$ cat src/sv/xbe_pkg.sv
// xbe_pkg: shared types, constants and the XTEA mixing function for the
// XTEA block encipher. No dependencies; imported by all xbe modules.
package xbe_pkg;

    localparam int WORD_W = 32;
    localparam int KEY_WORDS = 4;
    localparam int CFG_INDEX_W = 8;
    localparam logic [WORD_W-1:0] XBE_DELTA = 32'h9E37_79B9;

    // Configuration register indexes
    localparam logic [CFG_INDEX_W-1:0] CFG_KEY_WORD0 = 8'd0;
    localparam logic [CFG_INDEX_W-1:0] CFG_KEY_WORD1 = 8'd1;
    localparam logic [CFG_INDEX_W-1:0] CFG_KEY_WORD2 = 8'd2;
    localparam logic [CFG_INDEX_W-1:0] CFG_KEY_WORD3 = 8'd3;

    typedef logic [KEY_WORDS-1:0][WORD_W-1:0] key_t;

    typedef struct packed {
        logic [WORD_W-1:0] block_high;
        logic [WORD_W-1:0] block_low;
    } blk_t;

    typedef struct packed {
        logic [WORD_W-1:0] cipher_high;
        logic [WORD_W-1:0] cipher_low;
    } res_t;

    typedef struct packed {
        logic [WORD_W-1:0] left;
        logic [WORD_W-1:0] right;
    } words_t;

    function automatic logic [WORD_W-1:0] mix_word(input logic [WORD_W-1:0] x);
        return ((x << 4) ^ (x >> 5)) + x;
    endfunction

endpackage

$ cat src/sv/xbe_out_skid.sv
// xbe_out_skid: output register plus one-entry skid buffer that decouples
// the round pipeline from result backpressure. Depends on xbe_pkg.
module xbe_out_skid
    import xbe_pkg::*;
(
    input  logic   clk,
    input  logic   rst_n,
    input  logic   tail_valid,
    input  words_t tail_data,
    output logic   advance,
    input  logic   res_stall,
    output logic   res_valid,
    output res_t   res_data
);

    logic   out_valid_reg;
    logic   out_valid_next;
    words_t out_data_reg;
    words_t out_data_next;
    logic   skid_valid_reg;
    logic   skid_valid_next;
    words_t skid_data_reg;
    logic   out_load;
    logic   skid_load;

    assign advance  = !skid_valid_reg;
    assign out_load = !out_valid_reg || !res_stall;

    always_comb
    begin
        out_valid_next  = out_valid_reg;
        out_data_next   = out_data_reg;
        skid_valid_next = skid_valid_reg;
        skid_load       = 1'b0;
        if (skid_valid_reg)
        begin
            if (out_load)
            begin
                out_valid_next  = 1'b1;
                out_data_next   = skid_data_reg;
                skid_valid_next = 1'b0;
            end
        end
        else if (out_load)
        begin
            out_valid_next = tail_valid;
            out_data_next  = tail_data;
        end
        else if (tail_valid)
        begin
            skid_valid_next = 1'b1;
            skid_load       = 1'b1;
        end
    end

    always_ff @(posedge clk or negedge rst_n)
    begin
        if (!rst_n)
        begin
            out_valid_reg  <= 1'b0;
            skid_valid_reg <= 1'b0;
        end
        else
        begin
            out_valid_reg  <= out_valid_next;
            skid_valid_reg <= skid_valid_next;
        end
    end

    always_ff @(posedge clk)
    begin
        out_data_reg <= out_data_next;
        if (skid_load)
        begin
            skid_data_reg <= tail_data;
        end
    end

    assign res_valid            = out_valid_reg;
    assign res_data.cipher_high = out_data_reg.left;
    assign res_data.cipher_low  = out_data_reg.right;

    // skid only holds data behind a waiting result
    a_skid_behind_out: assert property (@(posedge clk) disable iff (!rst_n)
        skid_valid_reg |-> out_valid_reg)
        else $error("skid buffer full with no result on output");

    a_skid_fill: assert property (@(posedge clk) disable iff (!rst_n)
        $rose(skid_valid_reg) |-> $past(out_valid_reg && res_stall && tail_valid))
        else $error("skid buffer filled without a stalled result");

    a_stall_catch: assert property (@(posedge clk) disable iff (!rst_n)
        (!skid_valid_reg && out_valid_reg && res_stall && tail_valid) |=> skid_valid_reg)
        else $error("pipeline tail transaction dropped under stall");

endmodule

$ cat config.mk
export PLATFORM = sky130hd
export DESIGN_NAME = xbe_out_skid
export DESIGN_NICKNAME = d
export VERILOG_FILES = /design/src/sv/xbe_pkg.sv /design/src/sv/xbe_out_skid.sv
export SDC_FILE = /design/constraint.sdc
export NUM_CORES = 1
export LEC_CHECK = 0
export ABC_AREA = 1
export BUFFER_PORTS_ARGS = -buffer_cell sky130_fd_sc_hd__buf_2
export CORE_AREA = 2 2 100 102
export CTS_CLUSTER_DIAMETER = 120
export DETAILED_ROUTE_END_ITERATION = 10
export DIE_AREA = 0 0 102 104
export PLACE_DENSITY_LB_ADDON = 0.15
export SYNTH_ARGS = -nofsm -noshare
export SYNTH_HDL_FRONTEND = slang
export SYNTH_SLANG_ARGS = --single-unit
$ cat constraint.sdc
create_clock -name clk -period 6.94 [get_ports clk]
set_input_delay 1.388 -clock clk [delete_from_list [all_inputs] [get_ports clk]]
set_output_delay 1.388 -clock clk [all_outputs]
set_load 0.05 [all_outputs]
# ---- Yosys cells after proc, flatten, opt, wreduce, memory -nomap -nowiden
# Index checks and enable logic that the tools add are counted.
dict set report classes {
  n_mux 11
  reduce_logical 4
}
# cell n
set ops {}
lappend ops {{64-bit two-way mux} 3}
lappend ops {{1-bit two-way mux} 8}
lappend ops {{1-bit zero test} 3}
lappend ops {{1-bit logical OR} 1}
dict set report totals {
  reg_bits 130
  in_bits 68
  output_inout_bits 66
  word_cells 21
}

# ---- Logic depth before layout (Yosys ltp)
dict set report logic_depth {
  word_depth 4
  mapped_depth 5
}

# ---- Least setup slack after synthesis
# No wires, ideal clock.
dict set report synth_timing {
  kind {input-to-reg}
  startpoint {input res_stall}
  endpoint {register skid_data_reg[0] (netlist name), enable pin}
  setup_ps 487
  t_arrival_ps 5721
  required_time_ps 6453
  setup_slack_ps 732
  stages 2
  cell_sequence {nand2_1 nor2_1}
}
dict set report synth_between {
  elab_chain_len 4
}
# element line_no
set synth_lines {}
lappend synth_lines {{start: declaration} xbe_out_skid.sv:11} ;# input logic res_stall,
lappend synth_lines {{1-bit zero test} xbe_out_skid.sv:27} ;# assign out_load = !out_valid_reg || !res_stall;
lappend synth_lines {{1-bit logical OR} xbe_out_skid.sv:27}
lappend synth_lines {{1-bit two-way mux} xbe_out_skid.sv:44} ;# else if (out_load)
lappend synth_lines {{1-bit two-way mux} xbe_out_skid.sv:35} ;# if (skid_valid_reg)
lappend synth_lines {{net skid_load} xbe_out_skid.sv:24} ;# logic skid_load;
lappend synth_lines {{end signal: assignment} xbe_out_skid.sv:75} ;# skid_data_reg <= tail_data;
lappend synth_lines {{end: declaration} xbe_out_skid.sv:22} ;# words_t skid_data_reg;
# The timed path passes the listed nets, and every way through them passes these cells.
# A chain may end at the register's enable or synchronous reset.

# ---- Worst setup path in the final report
dict set report layout_timing {
  startpoint {input res_stall}
  endpoint {register skid_data_reg[44] (netlist name), enable pin}
}
dict set report layout_between {
  elab_chain_len 4
}
# element line_no
set layout_lines {}
lappend layout_lines {{1-bit zero test} xbe_out_skid.sv:27}
lappend layout_lines {{1-bit logical OR} xbe_out_skid.sv:27}
lappend layout_lines {{net out_load} xbe_out_skid.sv:23} ;# logic out_load;
lappend layout_lines {{1-bit two-way mux} xbe_out_skid.sv:44}
lappend layout_lines {{1-bit two-way mux} xbe_out_skid.sv:35}
lappend layout_lines {{net skid_load} xbe_out_skid.sv:24}
# The timed path passes the listed nets, and every way through them passes these cells.

==> reports/metrics.cfg <==
[cells_and_area]
final_cell_mix = nand2_1, buf_2, edfxtp_1
drive_above_1_share_pct = 32.4
final_common_cell = nand2_1
areaGrowthSynthToFinish_pct = 27.0
final_nets = 552
post-route-util_pct = 63.2
antenna_cells = 0
fin_cells = 630

[yosys]
synth_top_family_by_area = simple AND/OR/NAND/NOR gates
syn_area_sq_mm = 0.00475
yosys.area_share.simple_pct = 15.6
synth.top_cell.area_share_pct = 80.9
ys_warn_count = 0
synth_compound_area_share_pct = 0
synth_top_area_cell = edfxtp_1
synth_cell_type_count = 8
synth_area_leaders = edfxtp_1, nand2_1, buf_4
synth_seq_cells = 130
syn-num-nets = 411
synth_xor_area_share_pct = 0
syn_avg_cell_area_sq_um = 13.9
ys_seq_area_share_pct = 81.9
syn-instance-count = 343
synthAdderAreaFrac_pct = 0
synthMuxAreaShare_pct = 0

[hold_path]
hp-class = register to register
hold_depth = 2
worstHoldStart = skid_data_reg[45]
holdPathEnd = res_data[45]

[global_route]
grt_first_pass_wirelength_um = 13600
antenna_found_initial = 0
grt_usage_pct = 17.3
grt_overflow_total = 0
first_global_vias = 2798
grt_max_degree = 68

[place]
dpl.hpwl_um = 5320
gp_congestion = 0.744
io_buffers = 133
place_inst = 598

[worst_setup_path]
critPathArrivalTime_ps = 3500
regToRegEndpoint = skid_data_reg[44]
worstSetupPathType = primary input to register
cp_slowest_stage_delay_ps = 1040
critPathLaunchType = primary input
slowest_stage = nor2_4
setup.worst_path.end_class = register
crit_required_ps = 7100
crit_chain = buf_2 -> nand2_4 -> nor2_4 -> buf_4
reg2reg_setup_slack_ps = 4070
r2r_start = skid_valid_reg
r2r_cells = 5
path_max_fanout = 67

[routing]
drt_pass1_iterations = 6
wl_um = 8770
wl_per_cell_um = 13.9
route.vias.total = 2852
ant_nets = 0
initialDrtViolationCount = 147
route.detailed.drc = 0
viasPerCell = 4.53

[clock_network]
htree_levels = 4
post_cts_resized = 0
post-cts-setup-buffers = 0
hold_buffers = 0
clockBufferDepth = 2
cts_tree = built
path_clk_slew_ps = 50
cts.sinks = 130
clkLatencyLatePin_ps = 500
cts_buffers = 17
ctsRootBufferMaster = clkbuf_8

[power]
p_per_area_mw_per_mm2 = 335
leakagePower_uw = 0.00263
irDropWorstVdd_mv = 0.165

[timing]
grt_setup_unrepaired = false
finalHoldViolCount = 0
final.min_clock_period_ps = 3340
whs_ps = 510
setup_viol = 0
fmax_ghz = 0.299
tightest_slew_ps = 1060
finalSetupTns_ps = 0
slew_viol_final = 0
fin_worst_skew_ps = 6.67
min_period_over_period_pct = 48.2
relSlewSlack_pct = 29.1

[die]
die_w_um = 102
dieHeight_um = 104
start_util_pct = 49.8
dieArea_sq_mm = 0.0106
coreArea_sq_mm = 0.00955
num_rows = 36
ios = 134

[status]
status = completed

[run]
cap_violations = 0

## where the power goes
part	switching (uW)	internal, uW	leakage [uW]
Sequential	14.3	936	0.00126
Combinational	224	57.4	0.00112
Clock	288	503	0.000255
Total	526	1500	0.00263
## worst max-delay path, delay by kind of cell
| kind | cells | cell delay, ps |
|---|---|---|
| simple gates | 2 | 1490 |
| buf+inv | 2 | 590 |
## Yosys cell counts
cell type and count:
nand2_1 195, edfxtp_1 128, buf_4 7, buf_6 4
buf_2 3, nor2_1 3, dfrtp_1 2, inv_2 1
## cell type report
cell class,instances,area [sq um]
Clock buffer,23,437
Clock inverter,9,88.8
Fill cell,792,3510
Inverter,1,3.75
Multi-Input combinational cell,198,758
Sequential cell,130,3890
Tap cell,133,166
Timing Repair Buffer,136,688
## how the worst max path moves through the flow
stage | start | end | slack [ps] | cells after the start
2_1_floorplan | res_stall | skid_data_reg[0] | 730 | 2
3_3_place_gp | res_stall | skid_data_reg[41] | 3080 | 4
3_5_place_dp | res_stall | skid_data_reg[50] | 3050 | 4
4_1_cts | res_stall | skid_data_reg[47] | 3580 | 4
5_1_grt | res_stall | skid_data_reg[61] | 3420 | 4
6_report | res_stall | skid_data_reg[44] | 3600 | 4
## kinds of logic after synthesis
logic type             count (synthesis)
buffers and inverters                 15
DFF                                  130
and+or+nand+nor                      198
## metrics by stage
step	area, sq um	setup slack [ps]	total power [uW]
after global routing	6040	3420	2100
after detailed placement	5510	3050	1250
after floorplan	4750	732	1180
after CTS	6040	3580	2040
after global placement	5510	3080	1250
final	6040	3600	2020
## per-layer routing
| metal | routed length [um] | GRT usage (%) | up-vias | part of all wire, % |
|---|---|---|---|---|
| li1 | - | - | 1443 | - |
| met1 | 3880 | 23.2 | 1304 | 44 |
| met2 | 4170 | 25.1 | 100 | 48 |
| met3 | 640 | 7.26 | 5 | 7.3 |
| met4 | 77 | 6.86 | 0 | 0.88 |
| met5 | 0 | 0 | - | 0 |
Note: power is estimated with default switching activity, not from simulation.
