## src/sv/xbe_pkg.sv

```systemverilog
// xbe_pkg: shared types, constants and the XTEA mixing function for the
// XTEA block encipher. No dependencies; imported by all xbe modules.
package xbe_pkg;

    localparam int WORD_W = 32;
    localparam int KEY_WORDS = 4;
    localparam int CFG_INDEX_W = 8;
    localparam logic [WORD_W-1:0] XBE_DELTA = 32'h9E37_79B9;

    // Configuration register indexes
    localparam logic [CFG_INDEX_W-1:0] CFG_KEY_WORD0 = 8'd0;
    localparam logic [CFG_INDEX_W-1:0] CFG_KEY_WORD1 = 8'd1;
    localparam logic [CFG_INDEX_W-1:0] CFG_KEY_WORD2 = 8'd2;
    localparam logic [CFG_INDEX_W-1:0] CFG_KEY_WORD3 = 8'd3;

    typedef logic [KEY_WORDS-1:0][WORD_W-1:0] key_t;

    typedef struct packed {
        logic [WORD_W-1:0] block_high;
        logic [WORD_W-1:0] block_low;
    } blk_t;

    typedef struct packed {
        logic [WORD_W-1:0] cipher_high;
        logic [WORD_W-1:0] cipher_low;
    } res_t;

    typedef struct packed {
        logic [WORD_W-1:0] left;
        logic [WORD_W-1:0] right;
    } words_t;

    function automatic logic [WORD_W-1:0] mix_word(input logic [WORD_W-1:0] x);
        return ((x << 4) ^ (x >> 5)) + x;
    endfunction

endpackage

```

## src/sv/xbe_stage.sv

```systemverilog
// xbe_stage: one registered XTEA Feistel half-round with its sum fixed at
// elaboration. Depends on xbe_pkg.
module xbe_stage
    import xbe_pkg::*;
#(
    parameter int HALF_IDX = 0
)
(
    input  logic   clk,
    input  logic   rst_n,
    input  logic   advance,
    input  logic   valid_in,
    input  words_t data_in,
    input  key_t   key,
    output logic   valid_out,
    output words_t data_out
);

    localparam int ROUND_NUM = HALF_IDX / 2;
    localparam bit SECOND_HALF = (HALF_IDX % 2) == 1;
    localparam logic [63:0] SUM_WIDE =
        64'(ROUND_NUM + (SECOND_HALF ? 1 : 0)) * 64'(XBE_DELTA);
    localparam logic [WORD_W-1:0] SUM = SUM_WIDE[WORD_W-1:0];
    localparam logic [1:0] KEY_SEL = SECOND_HALF ? 2'(SUM >> 11) : 2'(SUM);

    logic              valid_reg;
    words_t            data_reg;
    words_t            data_next;
    logic [WORD_W-1:0] src_word;
    logic [WORD_W-1:0] round_key;
    logic [WORD_W-1:0] f_word;

    always_comb
    begin
        src_word  = SECOND_HALF ? data_in.left : data_in.right;
        round_key = SUM + key[KEY_SEL];
        f_word    = mix_word(src_word) ^ round_key;
        data_next = data_in;
        if (SECOND_HALF)
        begin
            data_next.right = data_in.right + f_word;
        end
        else
        begin
            data_next.left = data_in.left + f_word;
        end
    end

    always_ff @(posedge clk or negedge rst_n)
    begin
        if (!rst_n)
        begin
            valid_reg <= 1'b0;
        end
        else if (advance)
        begin
            valid_reg <= valid_in;
        end
    end

    always_ff @(posedge clk)
    begin
        if (advance && valid_in)
        begin
            data_reg <= data_next;
        end
    end

    assign valid_out = valid_reg;
    assign data_out  = data_reg;

endmodule

```

## config.mk

```make
export PLATFORM = sky130hd
export DESIGN_NAME = xbe_stage
export DESIGN_NICKNAME = d
export VERILOG_FILES = /design/src/sv/xbe_pkg.sv /design/src/sv/xbe_stage.sv
export SDC_FILE = /design/constraint.sdc
export NUM_CORES = 1
export LEC_CHECK = 0
export BUFFER_PORTS_ARGS = -buffer_cell sky130_fd_sc_hd__buf_4
export CORE_MARGIN = 1
export CORE_UTILIZATION = 44
export DETAILED_ROUTE_END_ITERATION = 8
export PLACE_DENSITY = 0.8
export SLEW_MARGIN = 15
export SYNTH_ARGS = -nofsm -noshare
export SYNTH_HDL_FRONTEND = slang
export SYNTH_SLANG_ARGS = --single-unit
```

## constraint.sdc

```tcl
create_clock -name clk -period 0.8 [get_ports clk]
set_input_delay 0 -clock clk [delete_from_list [all_inputs] [get_ports clk]]
set_output_delay 0 -clock clk [all_outputs]
set_load 0.01 [all_outputs]
```

Word level (Yosys, flattened, before mapping)
Cells that the tools add are included.
Word-level totals
  register bits after elaboration: 65
  input bits: 196
  output and inout bits: 65
  logic and storage cells: 8
Operators by class
  add/sub/neg operators: 2
  bitwise logic cells: 2
  reduce and logical (&&, ||, !) cells: 1
Operator list (number)
  32-bit adder: 2
  32-bit by 27-bit bitwise XOR with 32-bit output: 1
  32-bit bitwise XOR: 1
  1-bit logical AND: 1

Longest topological paths before layout
  depth after elaboration: 4
  mapped depth: 22
  gate-level depth less buffers: 22

Least setup slack after synthesis
OpenSTA, ideal clock, no wires.
  path kind: input -> register
  from: input data_in[12] (netlist bit)
  to: register data_reg (netlist bit data_out[62]) (data pin)
  library setup time: 0.265 ns
  arrival time: 3.913 ns
  data required time: 0.535 ns
  path slack: -3.378 ns
  stages on the path: 20
  buffers on the path: 1
  path through: xor2_1 > ha_1 > buf_6 > a211oi_2 > nand2_1 > a221o_1 > a41o_2 > a21bo_2 > a21o_1 > a21oi_1 > xnor2_1 > ha_1 > and4_1 > a221o_1 > a211o_1 > o211ai_1 > nand3_1 > a31oi_1 > o21ai_0 > xor2_1
RTL lines
  start: declaration: line xbe_stage.sv:13  | input words_t data_in,
  end signal: assignment: line xbe_stage.sv:65  | data_reg <= data_next;
  end: declaration: line xbe_stage.sv:27  | words_t data_reg;

==> results.txt <==
- Run status: complete, but fails checks
- Violations in the final reports: negative hold slack, negative setup slack
- The worst setup path is launched from a primary input.
- Total congestion overflow after global routing: 0
* Detailed-placement wirelength estimate: 15080 um
- Across all layers, the routed design uses between 6000 and 7000 vias.
- For this run, the share of the core covered by cells in the final layout is 86.78%.
- Syn Inst Count: between 500 and 600
- CTS Buf Count: 9
* Share of the clock period used by the worst path after layout: 502.9%
- Of all nets on the critical path, the largest fanout is 4.
* Clock-pin slew on the worst setup and hold paths: roughly 60 ps
- Clock tree from TritonCTS: yes
* Place WS: -3516 ps
- For this run, design rule violations remaining after detail routing come to 0.
* Initial core utilization: 45.21%
- The top cell types in the final layout, fill and taps aside, are 307 x buf_4, 93 x buf_6, 64 x edfxtp_1.
- The worst-case IR drop observed on VDD is 1.391 mV.
- GR Util All Layers: 33.29%
- The sequential cells in the finished layout cover a total of 1947 sq um.
- Number of register bits inferred by synthesis: 65
- The core region is 12620 sq um.
* Final WS setup: -3223 ps
- The library cell used most frequently in the layout, excluding fill and tap cells, is buf_4.
- Net switching is 39.57% of the power.
* Post-Place Cell Area: about 9000 sq um
- CTS Buffer Depth: 2
- Data on the critical path arrives at its endpoint at approximately 4100 ps.
* CTS root buffer: clkbuf_16
- The cell area that synthesis handed to floorplanning was 5705 sq um.
- For this design, the sink count on the clock tree is 65.
- For this design the top-level I/O count stands at between 200 and 300.
* Filler cell count in the final layout: 606
- Routability-driven placement finished with a final weighted congestion of 0.9275.
- Power density normalized to cell area: 2609 nW/um^2
- Ratio of cells with drive above 1 in the final layout: 55.53%
- Count of endpoints failing setup in the final report: 96
- Maximum single-stage delay on the critical path: about 470 ps
- Internal Pwr Total: 17.27 mW
* Tightest slew margin relative to the limit: 68.08%
- Post-route ant nets: 0
- In the final layout, the multi-input gates occupy 4642 sq um.
* Number of antenna violations at the first check in global routing: 0
- In this run, the clock network consumes between 10% and 20% of the power.
* Number of design-rule violations left by the first detailed-router iteration: about 640
* Count of flip-flops with a built-in enable after synthesis: 64
- Total number of yosys warnings: 0
* Placed insts: 1093
* Max Clock Freq: 248.6 MHz
- The die is 115.9 um wide.
- Synthesis instantiated slightly below 60 different standard cells from the library.
* Classification of the worst setup path: primary input to register
- Unrepaired setup endpoints after global routing: yes
- The count of pins over their slew limit came to 0.
* Post-route worst hold slack: -45.26 ps
- Total routed wirelength: 26980 um
* Post-layout nets: roughly 1300
* Max cap viols: 0
* Sequential group share of total power: ~18%
* Post-Layout Cell Count: roughly 1200
* Post-synth ARST share: 1.538%
- Maximum number of pins on one net before global-route repair: 31
- The path class of the tightest hold or removal check is primary input to register.
- For the pin with the worst max-slew slack, the measured transition is 473.8 ps.
* Hold bufs inserted after CTS: 33
* Post-Synthesis Net Count: 831
- The die covers ~13000 sq um.
* Setup crit end kind: register
- In this run the static leakage power is 4.991 nW.
- The hold violation total from the final report is 1.
* Final min period: 4023 ps
- The first global-routing pass estimated 33600 um of wire.
- Sequential-to-total area share from yosys stat: 34.12%
- Buffers placed on the I/O ports in this run total 164.
- WP data required: about 900 ps
* List of cells traversed by the critical path: buf_8 > xor2_4 > ha_4 > buf_4 > nand2_4 > o41ai_2 > o2111ai_1 > buf_4 > nand2_1 > nand2_1 > xnor2_1 > ha_1 > buf_4 > nand2_1 > o21ai_0 > a41oi_2 > a21boi_2 > nand3_1 > a21oi_2 > o221ai_2 > xor2_1
- From synthesis to final layout, the design area changed by 91.95%.
- Via count normalized by instance count: approximately 5.9
- Critical-path cell with the highest stage delay: o41ai_2
* Power share of the combinational group: roughly 68%
* Number of antenna diodes: 0
- Summed over all nets, the switching power comes to 11.31 mW.
* Worst Clk Skew: 0 ps
- Level count of the clock H-tree: 3
* Prevailing post-synth register cell: edfxtp_1
- Detailed Routing Iterations Pass 1: 9
- After synthesis, the mean cell area works out to 10.12 sq um.
- Routed length per instance: 22.79 um
* Cell area after layout: 10950 sq um
- The number of global-route vias before repair is 6622.
- Worst-skew pair later-pin latency: ~350 ps
- Std cell rows: ~40
- Height of the die: 115.9 um
==> sequential cells by signal (all words and copies together), names as in the netlist <==
name,cells
valid_out,1
data_out,64
==> synthesized netlist by cell type (3+ instances only) <==
library cell	number	area, sq um
a211o_1	3	26.28
o211ai_1	3	22.52
nor3b_1	4	30.03
edfxtp_1	64	1922
and2_1	6	37.54
a21o_1	35	262.8
nor2b_1	6	37.54
xor2_1	54	473.0
a41oi_1	3	26.28
a211oi_1	3	22.52
o2111ai_1	4	35.03
o21ai_0	25	125.1
a21oi_1	46	230.2
a21boi_0	3	22.52
nor2_1	28	105.1
o31ai_1	3	22.52
nor3_1	10	50.05
ha_1	69	863.3
inv_1	15	56.30
nand4_1	8	50.05
nand2_1	28	105.1
o21a_1	7	52.55
or3_1	4	25.02
nand3_1	18	90.09
xnor2_1	57	499.2
a31oi_1	6	37.54
or2_2	6	37.54
and3_1	5	31.28
clkbuf_1	4	15.01
nand2b_1	4	25.02
==> power groups by stage <==
stage	clock (mW)	sequential, mW	combinational (mW)
CTS	4.11	4.96	15.5
finish	4.17	5.02	19.4
global placement	0	4.95	12.9
detailed placement	0	4.97	13.2
global route	4.28	5.07	20.1
floorplan	0	5.26	7.03
==> worst max-delay path, delay by kind of cell <==
| family | cells | cell delay [ps] |
|---|---|---|
| AOI/OAI and AO/OA | 7 | 1970 |
| adders and majority gates | 2 | 630 |
| buffers and inverters | 4 | 580 |
| xor gates and xnor gates | 3 | 520 |
| and+or+nand+nor | 5 | 420 |
==> through the flow <==
stage,hold slack (ps),setup TNS (ps),total power [mW]
global placement,-224.4,-78320,17.82
floorplan,-295.6,-72140,12.29
finish,-45.26,-78340,28.58
detailed placement,-223.1,-80190,18.20
CTS,-59.05,-72200,24.55
global route,-49.51,-82250,29.42
==> path summary, 6_finish.rpt <==
path                                       startpoint                endpoint  slack (ps)  cells past startpoint
max in group asynchronous                       rst_n   valid_out$_DFFE_PN0P_         190                      3
worst max register to register  valid_out$_DFFE_PN0P_   valid_out$_DFFE_PN0P_          40                      1
min in group asynchronous                       rst_n   valid_out$_DFFE_PN0P_         510                      3
worst min register to register  valid_out$_DFFE_PN0P_   valid_out$_DFFE_PN0P_         530                      1
worst min-delay path                      data_in[32]  data_out[32]$_DFFE_PP_         -50                      2
worst max-delay path                       data_in[4]  data_out[61]$_DFFE_PP_       -3220                     21
==> per-layer routing <==
metal,global-route usage [%],vias to the layer above,wire [um]
li1,-,2997,-
met1,40.06,3299,9731
met2,58.29,520,13280
met3,4.759,177,2123
met4,16.15,0,1846
met5,0,-,0
==> timing repair <==
action                                 4_1_cts  5_1_grt
endpoints found under the hold margin       32        1
cloned                                       0        0
setup endpoints to repair                   96       96
pin swaps                                   73       76
setup buffers                               22       28
gates resized for setup                    129      120
==> cell families after synthesis <==
logic type,Yosys count,synth area share [%]
adders and majority gates,71,15.83
and+or+nand+nor,134,11.89
DFF,65,34.12
buffers and inverters,22,1.601
muxes,1,0.1974
AOI/OAI and AO/OA,160,19.32
xor gates and xnor gates,111,17.04
==> area by class of cell <==
type	instances	area share [%]
clock buffers	14	2.411
clock inverters	2	0.3427
inverters	15	0.5370
multi-input cells	477	42.39
flip-flops and latches	65	17.78
well taps	172	1.965
repair buffers	439	34.58
No activity file was read; power rests on OpenSTA's default activity.
